==> config.mk <==
export PLATFORM = sky130hd
export DESIGN_NAME = delayed_ramp_transition_timer
export DESIGN_NICKNAME = d
export VERILOG_FILES = /design/src/rtl/core/drtt_pkg.sv /design/src/rtl/core/drtt_ctrl.sv /design/src/rtl/core/drtt_datapath.sv /design/src/rtl/core/delayed_ramp_transition_timer.sv
export SDC_FILE = /design/constraint.sdc
export NUM_CORES = 1
export LEC_CHECK = 0
export BUFFER_PORTS_ARGS = -buffer_cell sky130_fd_sc_hd__buf_2
export CORE_MARGIN = 3
export CORE_UTILIZATION = 62
export DETAILED_ROUTE_END_ITERATION = 12
export GPL_ROUTABILITY_DRIVEN = 1
export HOLD_SLACK_MARGIN = 0.02
export PLACE_DENSITY = 0.93
export SLEW_MARGIN = 5
export SYNTH_ARGS = -nofsm -noshare
export SYNTH_HDL_FRONTEND = slang
export SYNTH_SLANG_ARGS = --single-unit
==> constraint.sdc <==
create_clock -name clk_i -period 6.23 [get_ports clk_i]
set_input_delay 0.623 -clock clk_i [delete_from_list [all_inputs] [get_ports clk_i]]
set_output_delay 0.623 -clock clk_i [all_outputs]
set_load 0.02 [all_outputs]
==> src/rtl/core/drtt_pkg.sv <==
// Shared types and constants of the delayed ramp transition timer.
`timescale 1ns / 1ps

package drtt_pkg;

  localparam int unsigned TIME_BITS  = 24;
  localparam int unsigned FRAC_BITS  = 16;
  localparam int unsigned ELAPSED_W  = TIME_BITS + 1;
  localparam int unsigned POS_W      = FRAC_BITS + 1;
  localparam int unsigned STEP_W     = 16;
  localparam int unsigned FUNC_W     = 2;
  localparam int unsigned CFG_IDX_W  = 2;
  localparam int unsigned CFG_DATA_W = 24;
  localparam int unsigned CNT_W      = $clog2(FRAC_BITS);

  localparam logic [POS_W-1:0]     FRAC_ONE = POS_W'(1) << FRAC_BITS;
  localparam logic [ELAPSED_W-1:0] ELAPSED_MAX = {ELAPSED_W{1'b1}};
  localparam logic [CNT_W-1:0]     DIV_LAST = CNT_W'(FRAC_BITS - 1);

  typedef enum logic [FUNC_W-1:0] {
    FUNC_TICK      = 2'd0,
    FUNC_START_FWD = 2'd1,
    FUNC_START_BWD = 2'd2
  } func_e;

  typedef enum logic [CFG_IDX_W-1:0] {
    CFG_RAMP_LENGTH = 2'd0,
    CFG_WAIT_LENGTH = 2'd1,
    CFG_LOOP_ENABLE = 2'd2
  } cfg_idx_e;

  typedef enum logic [1:0] {
    PH_IDLE  = 2'd0,
    PH_DELAY = 2'd1,
    PH_RAMP  = 2'd2
  } phase_e;

  typedef enum logic [2:0] {
    S_IDLE,
    S_UPDATE,
    S_ADJUST,
    S_PREP,
    S_DIV,
    S_LOAD
  } ctrl_state_e;

  typedef struct packed {
    logic capture;
    logic update;
    logic adjust;
    logic div_init;
    logic div_step;
    logic out_load;
  } cmd_t;

  typedef struct packed {
    logic emit;
  } status_t;

endpackage

==> src/rtl/core/drtt_ctrl.sv <==
// Sequencing state machine of the delayed ramp transition timer.
`timescale 1ns / 1ps

module drtt_ctrl (
  input  logic            clk_i,
  input  logic            rst_ni,
  input  logic            in_valid_i,
  output logic            in_ready_o,
  output logic            out_valid_o,
  input  logic            out_ready_i,
  output drtt_pkg::cmd_t  cmd_o,
  input  drtt_pkg::status_t status_i
);
  import drtt_pkg::*;

  ctrl_state_e      state_q, state_d;
  logic [CNT_W-1:0] cnt_q, cnt_d;
  logic             out_valid_q, out_valid_d;
  logic             out_free;

  assign out_free = !out_valid_q || out_ready_i;

  always_comb begin
    state_d = state_q;
    case (state_q)
      S_IDLE: begin
        if (in_valid_i) state_d = S_UPDATE;
      end
      S_UPDATE: state_d = S_ADJUST;
      S_ADJUST: begin
        state_d = status_i.emit ? S_PREP : S_IDLE;
      end
      S_PREP: state_d = S_DIV;
      S_DIV: begin
        if (cnt_q == DIV_LAST) state_d = S_LOAD;
      end
      S_LOAD: begin
        if (out_free) state_d = S_IDLE;
      end
      default: state_d = S_IDLE;
    endcase
  end

  always_comb begin
    cmd_o      = '0;
    in_ready_o = 1'b0;
    cnt_d      = cnt_q;
    case (state_q)
      S_IDLE: begin
        in_ready_o    = 1'b1;
        cmd_o.capture = in_valid_i;
      end
      S_UPDATE: cmd_o.update = 1'b1;
      S_ADJUST: cmd_o.adjust = status_i.emit;
      S_PREP: begin
        cmd_o.div_init = 1'b1;
        cnt_d          = '0;
      end
      S_DIV: begin
        cmd_o.div_step = 1'b1;
        cnt_d          = cnt_q + CNT_W'(1);
      end
      S_LOAD: cmd_o.out_load = out_free;
      default: ;
    endcase
  end

  always_comb begin
    out_valid_d = out_valid_q;
    if (out_valid_q && out_ready_i) out_valid_d = 1'b0;
    if (cmd_o.out_load) out_valid_d = 1'b1;
  end

  assign out_valid_o = out_valid_q;

  always_ff @(posedge clk_i or negedge rst_ni) begin
    if (!rst_ni) begin
      state_q     <= S_IDLE;
      cnt_q       <= '0;
      out_valid_q <= 1'b0;
    end else begin
      state_q     <= state_d;
      cnt_q       <= cnt_d;
      out_valid_q <= out_valid_d;
    end
  end

  // A result still waiting at the output is never overwritten.
  assert property (@(posedge clk_i) disable iff (!rst_ni)
    cmd_o.out_load |-> (!out_valid_q || out_ready_i))
    else $error("output register overwritten while a result waits");

  // The divider runs for exactly one step per quotient bit.
  assert property (@(posedge clk_i) disable iff (!rst_ni)
    (state_q == S_DIV && state_d == S_LOAD) |-> cnt_q == DIV_LAST)
    else $error("division left early or late");

  // Starting a division is only done for a tick that produces a result.
  assert property (@(posedge clk_i) disable iff (!rst_ni)
    cmd_o.div_init |-> $past(status_i.emit))
    else $error("division started without a pending result");

endmodule

==> src/rtl/core/drtt_datapath.sv <==
// Datapath of the delayed ramp transition timer: registers, update and divider.
`timescale 1ns / 1ps

module drtt_datapath (
  input  logic                            clk_i,
  input  logic                            rst_ni,
  input  logic                            cfg_we_i,
  input  logic [drtt_pkg::CFG_IDX_W-1:0]  cfg_index_i,
  input  logic [drtt_pkg::CFG_DATA_W-1:0] cfg_data_i,
  input  logic [drtt_pkg::FUNC_W-1:0]     func_i,
  input  logic [drtt_pkg::STEP_W-1:0]     time_step_i,
  input  drtt_pkg::cmd_t                  cmd_i,
  output drtt_pkg::status_t               status_o,
  output logic [drtt_pkg::POS_W-1:0]      ramp_position_o,
  output logic                            wrapped_o,
  output logic                            last_one_o
);
  import drtt_pkg::*;

  logic [TIME_BITS-1:0] ramp_length_q, wait_length_q;
  logic                 loop_enable_q;

  phase_e               phase_q;
  logic                 backward_q;
  logic [ELAPSED_W-1:0] elapsed_q;
  logic                 emit_q, wrapped_q, last_one_q;

  logic [FUNC_W-1:0]    func_q;
  logic [STEP_W-1:0]    step_q;

  logic [TIME_BITS-1:0] rem_q;
  logic [FRAC_BITS-1:0] quo_q;
  logic                 sat_q;

  logic [POS_W-1:0]     pos_q;
  logic                 pos_wrapped_q, pos_last_q;

  logic [ELAPSED_W:0]   sum_wide;
  logic [ELAPSED_W-1:0] sum_sat;
  logic [ELAPSED_W-1:0] len_ext;
  logic [TIME_BITS:0]   rem_sh;
  logic [TIME_BITS:0]   rem_diff;
  logic [POS_W-1:0]     frac;
  logic [POS_W-1:0]     pos_next;

  // Saturating add of the time step onto the elapsed time.
  assign sum_wide = {1'b0, elapsed_q} + (ELAPSED_W + 1)'(step_q);
  assign sum_sat  = sum_wide[ELAPSED_W] ? ELAPSED_MAX : sum_wide[ELAPSED_W-1:0];
  assign len_ext  = {1'b0, ramp_length_q};

  // One restoring division step.
  assign rem_sh   = {rem_q, 1'b0};
  assign rem_diff = rem_sh - {1'b0, ramp_length_q};

  assign frac     = sat_q ? FRAC_ONE : {1'b0, quo_q};
  assign pos_next = backward_q ? (FRAC_ONE - frac) : frac;

  always_ff @(posedge clk_i or negedge rst_ni) begin
    if (!rst_ni) begin
      ramp_length_q <= '0;
      wait_length_q <= '0;
      loop_enable_q <= 1'b0;
    end else if (cfg_we_i) begin
      case (cfg_idx_e'(cfg_index_i))
        CFG_RAMP_LENGTH: ramp_length_q <= cfg_data_i[TIME_BITS-1:0];
        CFG_WAIT_LENGTH: wait_length_q <= cfg_data_i[TIME_BITS-1:0];
        CFG_LOOP_ENABLE: loop_enable_q <= cfg_data_i[0];
        default: ;
      endcase
    end
  end

  always_ff @(posedge clk_i or negedge rst_ni) begin
    if (!rst_ni) begin
      phase_q    <= PH_IDLE;
      backward_q <= 1'b0;
      elapsed_q  <= '0;
      emit_q     <= 1'b0;
      wrapped_q  <= 1'b0;
      last_one_q <= 1'b0;
    end else begin
      if (cmd_i.capture) begin
        emit_q     <= 1'b0;
        wrapped_q  <= 1'b0;
        last_one_q <= 1'b0;
      end
      if (cmd_i.update) begin
        case (func_q)
          FUNC_START_FWD, FUNC_START_BWD: begin
            backward_q <= (func_q == FUNC_START_BWD);
            phase_q    <= PH_DELAY;
            elapsed_q  <= '0;
          end
          FUNC_TICK: begin
            if (phase_q == PH_DELAY) begin
              if (sum_sat >= {1'b0, wait_length_q}) begin
                phase_q   <= PH_RAMP;
                elapsed_q <= '0;
              end else begin
                elapsed_q <= sum_sat;
              end
            end else if (phase_q == PH_RAMP) begin
              elapsed_q <= sum_sat;
              emit_q    <= 1'b1;
            end
          end
          default: ;
        endcase
      end
      if (cmd_i.adjust && (elapsed_q > len_ext)) begin
        if (loop_enable_q) begin
          elapsed_q <= elapsed_q - len_ext;
          wrapped_q <= 1'b1;
        end else begin
          elapsed_q  <= len_ext;
          phase_q    <= PH_IDLE;
          last_one_q <= 1'b1;
        end
      end
    end
  end

  // Payload registers: captured item, divider and output result.
  always_ff @(posedge clk_i) begin
    if (cmd_i.capture) begin
      func_q <= func_i;
      step_q <= time_step_i;
    end
    if (cmd_i.div_init) begin
      sat_q <= (ramp_length_q == '0) || (elapsed_q >= len_ext);
      rem_q <= elapsed_q[TIME_BITS-1:0];
      quo_q <= '0;
    end
    if (cmd_i.div_step) begin
      if (rem_sh >= {1'b0, ramp_length_q}) begin
        rem_q <= rem_diff[TIME_BITS-1:0];
        quo_q <= {quo_q[FRAC_BITS-2:0], 1'b1};
      end else begin
        rem_q <= rem_sh[TIME_BITS-1:0];
        quo_q <= {quo_q[FRAC_BITS-2:0], 1'b0};
      end
    end
    if (cmd_i.out_load) begin
      pos_q         <= pos_next;
      pos_wrapped_q <= wrapped_q;
      pos_last_q    <= last_one_q;
    end
  end

  assign status_o.emit   = emit_q;
  assign ramp_position_o = pos_q;
  assign wrapped_o       = pos_wrapped_q;
  assign last_one_o      = pos_last_q;

  // A one-shot ramp that has just finished rests idle at its full length.
  assert property (@(posedge clk_i) disable iff (!rst_ni)
    $rose(last_one_q) |-> (phase_q == PH_IDLE && elapsed_q == len_ext))
    else $error("finished ramp not clamped to its length");

  // The partial remainder stays below the divisor while dividing.
  assert property (@(posedge clk_i) disable iff (!rst_ni)
    (cmd_i.div_step && !sat_q) |-> (rem_q < ramp_length_q))
    else $error("divider remainder out of range");

endmodule

==> src/rtl/core/delayed_ramp_transition_timer.sv <==
// Top level of the delayed ramp transition timer: controller plus datapath.
// A tick in the transition phase passes through update, adjustment, division
// and load, and gives a result; other items end after adjustment with none.
// One item is handled at a time, so no new item is taken until the last is done;
// the limit is the bit-serial restoring divider, forming one quotient bit per cycle.
// Reset is asynchronous and active low; it clears configuration, phase and state.
`timescale 1ns / 1ps

module delayed_ramp_transition_timer (
  input  logic                            clk_i,
  input  logic                            rst_ni,
  // Input item channel.
  input  logic                            in_valid_i,
  output logic                            in_ready_o,
  input  logic [drtt_pkg::FUNC_W-1:0]     func_i,
  input  logic [drtt_pkg::STEP_W-1:0]     time_step_i,
  // Result channel.
  output logic                            out_valid_o,
  input  logic                            out_ready_i,
  output logic [drtt_pkg::POS_W-1:0]      ramp_position_o,
  output logic                            wrapped_o,
  output logic                            last_one_o,
  // Configuration write channel.
  input  logic                            cfg_valid_i,
  output logic                            cfg_ready_o,
  input  logic [drtt_pkg::CFG_IDX_W-1:0]  cfg_index_i,
  input  logic [drtt_pkg::CFG_DATA_W-1:0] cfg_data_i
);
  import drtt_pkg::*;

  cmd_t    cmd;
  status_t status;

  // Configuration writes are always taken; the user must issue them only while
  // the block is idle; the block itself does not enforce this (no interlock).
  assign cfg_ready_o = 1'b1;

  // The controller walks each transfer through update, adjustment and, for
  // ticks in the transition phase, the division that forms the position.
  // The result register is loaded only once any earlier result has gone.
  drtt_ctrl u_ctrl (
    .clk_i       (clk_i),
    .rst_ni      (rst_ni),
    .in_valid_i  (in_valid_i),
    .in_ready_o  (in_ready_o),
    .out_valid_o (out_valid_o),
    .out_ready_i (out_ready_i),
    .cmd_o       (cmd),
    .status_i    (status)
  );

  // The datapath holds the configuration, the ramp state and the divider.
  drtt_datapath u_datapath (
    .clk_i           (clk_i),
    .rst_ni          (rst_ni),
    .cfg_we_i        (cfg_valid_i),
    .cfg_index_i     (cfg_index_i),
    .cfg_data_i      (cfg_data_i),
    .func_i          (func_i),
    .time_step_i     (time_step_i),
    .cmd_i           (cmd),
    .status_o        (status),
    .ramp_position_o (ramp_position_o),
    .wrapped_o       (wrapped_o),
    .last_one_o      (last_one_o)
  );

endmodule
* Word level (Yosys, flattened, before mapping) *
Cells that the tools add are included.

word-level totals
  bits in registers = 166
  latch bits = 0
  memory bits (writable) = 0
  ROM bits = 0
  output and inout bits = 22
  memories = 0

operators by class
  $add $sub $neg = 5
  $mul = 0
  div/mod/pow operators = 0
  $lt $le $gt $ge = 4
  equal/unequal tests = 16
  shifts and indexed selects = 0
  mux-type cells = 48
  bitwise logic cells = 0
  reductions and logical operators = 21

operators with widths
  kind                    count
  $mux 25                 7
  $ge 25x24->1            3
  $mux 24                 3
  $pmux 25 s2             1
  $mux 17                 2
  $mux 16                 2
  $add 25x16->26          1
  $gt 25x24->1            1
  $sub 25x24->25          1
  $logic_not 24->1        1
  $sub 24x24->24          1
  $mux 1                  21
  $pmux 3 s6              1
  $sub 17x17->17 const A  1
  $mux 2                  6
  $mux 3                  3
  $pmux 4 s2              1
  $reduce_and 2->1        4
  $reduce_bool 2->1       4
  $eq 2x1->1 const B      3
  $eq 2x2->1 const B      3
  $eq 3x2->1 const B      2
  $eq 3x3->1 const B      2
  $reduce_and 3->1        2
  14 further kinds        18

* Longest topological paths before layout *
  word-level depth = 9
  mapped depth = 21
  depth with buffers taken out = 21

* Hierarchy *
A second synthesis with hierarchy kept.

second synthesis, totals
  cells, all modules = 1216
  area total of the unflattened synthesis = 11582.4 um2

modules (own cells, without submodules)
  module                         times used  cells an instance  area an instance (um2)
  drtt_datapath                  1           1178               11154.4
  drtt_ctrl                      1           36                 416.6
  delayed_ramp_transition_timer  1           2                  11.3

* Worst setup path after synthesis *
No wires, ideal clock.

  path kind = reg-to-reg
  start = register u_datapath.elapsed_q[4]
  end = register u_datapath.elapsed_q[15]
  library setup time = 87 ps
  arrival time = 4275 ps
  setup slack = 1868 ps
  cell stages (with the launch flop) = 21
  path buffers = 3
  cell sequence = dfrtp_1 > ha_1 > a2111oi_2 > o21ai_1 > a221oi_2 > o22ai_2 > nand3b_1 > buf_2 > buf_1 > nand2_1 > ha_1 > nand4_1 > nor3_1 > a211oi_1 > o2111ai_1 > o32ai_1 > nand2_1 > o21bai_2 > buf_4 > nand3_1 > a22oi_1

on the way
  cells in the longest elaborated chain, start to end = 8

ends and longest elaborated chain
  item                    line                  source
  start, declared         drtt_datapath.sv:25   logic [ELAPSED_W-1:0] elapsed_q;
  start signal, assigned  drtt_datapath.sv:100  elapsed_q <= sum_sat;
  start signal, assigned  drtt_datapath.sv:103  elapsed_q <= sum_sat;
  start signal, assigned  drtt_datapath.sv:112  elapsed_q <= elapsed_q - len_ext;
  $add 25x16->26          drtt_datapath.sv:47   assign sum_wide = {1'b0, elapsed_q} + (ELAPSED_W + 1)'(step_q);
  $mux 25                 drtt_datapath.sv:48   assign sum_sat = sum_wide[ELAPSED_W] ? ELAPSED_MAX : sum_wide[ELAPSED_W-1:0];
  $ge 25x24->1            drtt_datapath.sv:96   if (sum_sat >= {1'b0, wait_length_q}) begin
  $mux 25                 drtt_datapath.sv:96
  $mux 25                 drtt_datapath.sv:95   if (phase_q == PH_DELAY) begin
  $pmux 25 s2             drtt_datapath.sv:88   case (func_q)
  $mux 25                 drtt_datapath.sv:87   if (cmd_i.update) begin
  $mux 25                 drtt_datapath.sv:110  if (cmd_i.adjust && (elapsed_q > len_ext)) begin

Parallel ways exist; a longest one is shown, timed or not. The select of a mux whose other input is x is not followed.
A chain may end at the register's enable or synchronous reset.

* Worst setup path in the final report *
  start = register u_datapath.elapsed_q[4]
  end = register u_datapath.elapsed_q[19]

Same word-level chain as after synthesis.

==> metrics.txt <==
status=completed; clock power share=18.7%; Port Buffer Count=69; initial antenna violation count=0; Die W=141.1 um; TritonCTS Sinks=166; EDFF count, synth=78; Synth cell types=74; Worst EP required=6.58 ns; logic gate share of total power=50.2%; Reg clk slew, reported paths=0.07 ns; drt pass-1 iters=7; CTS max path bufs=2; Final period util=93.28%; internal power=3.212 mW; #FFs+latches synth=166; die area=19900 um2; RSZ-0062 raised after global routing=false; Critical Path End Type=register; Max-Cap Viols=0; Syn Inst Count=1234; Core Box Area=17600 um2; nets=1428; commonest non-fill, non-tap cell in the layout=nand2_1; grt ovf=0; drt drc=0; post-route minimum period=5.811 ns; Net Switching=2.493 mW; Netlist Area Pre-Place=11310 um2; remaining antenna violation count=0; initial drt markers=1295; Rel. slew slack=17.99%; vias in the first global route=9779; max-slew violation count=0; Arr. time, crit path=6.16 ns; DR vias/cell=6.727; DR vias=10218; clock buffer count from CTS=17; area grow syn2layout=9.636%; Max VDD drop=0.0003766 V; clock tree root driver cell=clkbuf_16; delay-heaviest family, CP=compound AO/OA/AOI/OAI gates; startpoint types=register; Crit path largest cell delay=0.54 ns; clk_skew=0.009442 ns; sequential share of power=31.1%; # diodes=0; initial core utilization=64.27%; syn_area_per_cell=9.165 um2; clk_lat worst skew=0.44 ns; Bufs and invs on worst path=2; Switching Share=43.70%; Synth Net Count=1381; fraction of registers with async set/reset=53.01%; largest net degree at the start of global routing=67; Max Clk Rate=172.1 MHz; commonest cells after routing, fill and taps aside=139 x nand2_1, 95 x ha_1, 92 x a21oi_1; fin cells=1519; pwr dens=460.1 nW/um2; Die Ht=141.1 um; CTS Hold Bufs=0; Post-CTS Setup Repair Bufs=0; sequential element share of the synthesized area=40.18%; Routed Wire Length=31460 um; Pleak=5.490 nW; Inst Count DP=1487; routed length per instance=20.71 um; critical path class=register to register; I/O Pins=71; fraction of layout cells with a size suffix above 1=11.98%; Post-synth top flop=dfrtp_1; crit path cell chain=ha_1, a2111oi_2, o21ai_1, a221oi_2, o22ai_2, nand3b_1, buf_4, nor2b_1, ha_1, nand4_1, a31oi_1, o2111ai_1, a21oi_1, o32ai_1, nand2_1, o21bai_2, buf_4, nand3_1, a31oi_1; CTS tree=done; Final HPWL DP=22860 um; worst min path class=input pin to asynchronous set/reset pin; final hold vios=0; Fin Setup TNS=0 ns; Synthesis Warnings=0; GP Congestion=1.024; total track usage=31.53%; post-cts resize count=0; final setup violation count=0; Core Rows=48; Worst-Margin Slew=1.227 ns; crit-path max FO=17; Max H-tree Level=4; CP max stage cell=nand3b_1; global-route wire length before repair=49780 um
[layer usage]
layer	track usage, %	share of wire (%)	wire [um]
met3	6.242	9.8	3090
met2	51.39	47	14840
met5	0	0	0
met4	15.15	4.9	1539
met1	40.42	38	11990
[through the flow]
step	worst slack [ns]	area (um2)	hold WS, ns	utilization (%)	total power, mW
after floorplan	1.868	11310	0.3274	-	3.804
after global placement	1.028	11820	0.4293	67.19	4.378
after detailed placement	0.7051	11820	0.4372	67.19	4.519
after CTS	0.6495	12400	0.06975	70.46	5.617
after global routing	0.1482	12400	0.07205	70.46	6.044
final	0.4186	12400	0.06333	70.46	5.705
[flip-flops by register name (all words and copies together), names as in the netlist, 2 cells and up]
name	flops
u_ctrl.cnt_q	4
u_ctrl.state_q	3
u_datapath.elapsed_q	25
u_datapath.func_q	2
u_datapath.phase_q	2
u_datapath.quo_q	16
u_datapath.ramp_length_q	24
u_datapath.ramp_position_o	17
u_datapath.rem_q	24
u_datapath.step_q	16
u_datapath.wait_length_q	24
[layout make-up]
class,count,area [um2]
clock buffer,19,432.9
timing repair buffer,82,445.4
clock inverter,13,143.9
sequential,166,4544
fill,1225,5197
inverter,76,285.3
tap,225,281.5
multi-input combinational,938,6266
[logic make-up after synthesis]
group	count (synthesis)	share of synthesized area (%)
AOI/OAI and AO/OA	333	18.81
DFF	166	40.18
and+or+nand+nor	414	17.70
muxes	31	3.053
buffers and inverters	130	4.458
other	1	0.03316
adders and majority gates	98	11.04
xor gates and xnor gates	61	4.724
[power groups by stage]
stage / clock [mW] / sequential (mW) / combinational, mW
2_1_floorplan: 0 / 1.67 / 2.14
3_3_place_gp: 0 / 1.76 / 2.62
3_5_place_dp: 0 / 1.77 / 2.75
4_1_cts: 1.06 / 1.76 / 2.79
5_1_grt: 1.11 / 1.80 / 3.13
6_report: 1.07 / 1.77 / 2.87
[final timing paths]
path	start	end	slack, ns	depth (start not counted)
min in group clk_i	time_step_i[2]	u_datapath.step_q[2]	0.35	1
setup reg to reg	u_datapath.elapsed_q[4]	u_datapath.elapsed_q[19]	0.42	19
hold / removal	rst_ni	u_datapath.wait_length_q[18]	0.06	1
hold reg to reg	u_datapath.wrapped_q	u_datapath.wrapped_o	0.48	0
setup / recovery	u_datapath.elapsed_q[4]	u_datapath.elapsed_q[19]	0.42	19
max in group asynchronous	rst_ni	u_ctrl.out_valid_o	4.98	2
[cell usage after synthesis (4+ instances only)]
cell	instances	area [um2]
nand4_1	16	100.1
edfxtp_1	78	2342
a211oi_1	13	97.59
o2111ai_1	4	35.03
dfrtp_1	88	2202
nor4_1	9	56.30
nand3_1	79	395.4
a31o_2	5	43.79
a221oi_1	13	113.9
inv_1	76	285.3
o31a_1	5	43.79
xor2_1	21	183.9
o21bai_1	6	45.04
a31oi_1	20	125.1
mux2_2	28	315.3
a41oi_1	5	43.79
o21ai_1	12	60.06
o22ai_1	8	50.05
and2_1	7	43.79
and4_1	6	52.55
nor2_1	69	259.0
a21o_1	22	165.2
nand2_1	139	521.8
and3_1	22	137.6
buf_2	4	20.02
clkbuf_1	44	165.2
o21a_1	16	120.1
ha_1	95	1189
nand2b_1	16	100.1
nor2b_1	15	93.84
or3_1	9	56.30
a21oi_1	92	460.4
nor3_1	10	50.05
o21ai_0	75	375.4
o31ai_1	4	30.03
a22oi_1	4	30.03
nand3b_1	5	37.54
xnor2_1	40	350.3
No activity file was read; power rests on OpenSTA's default activity.
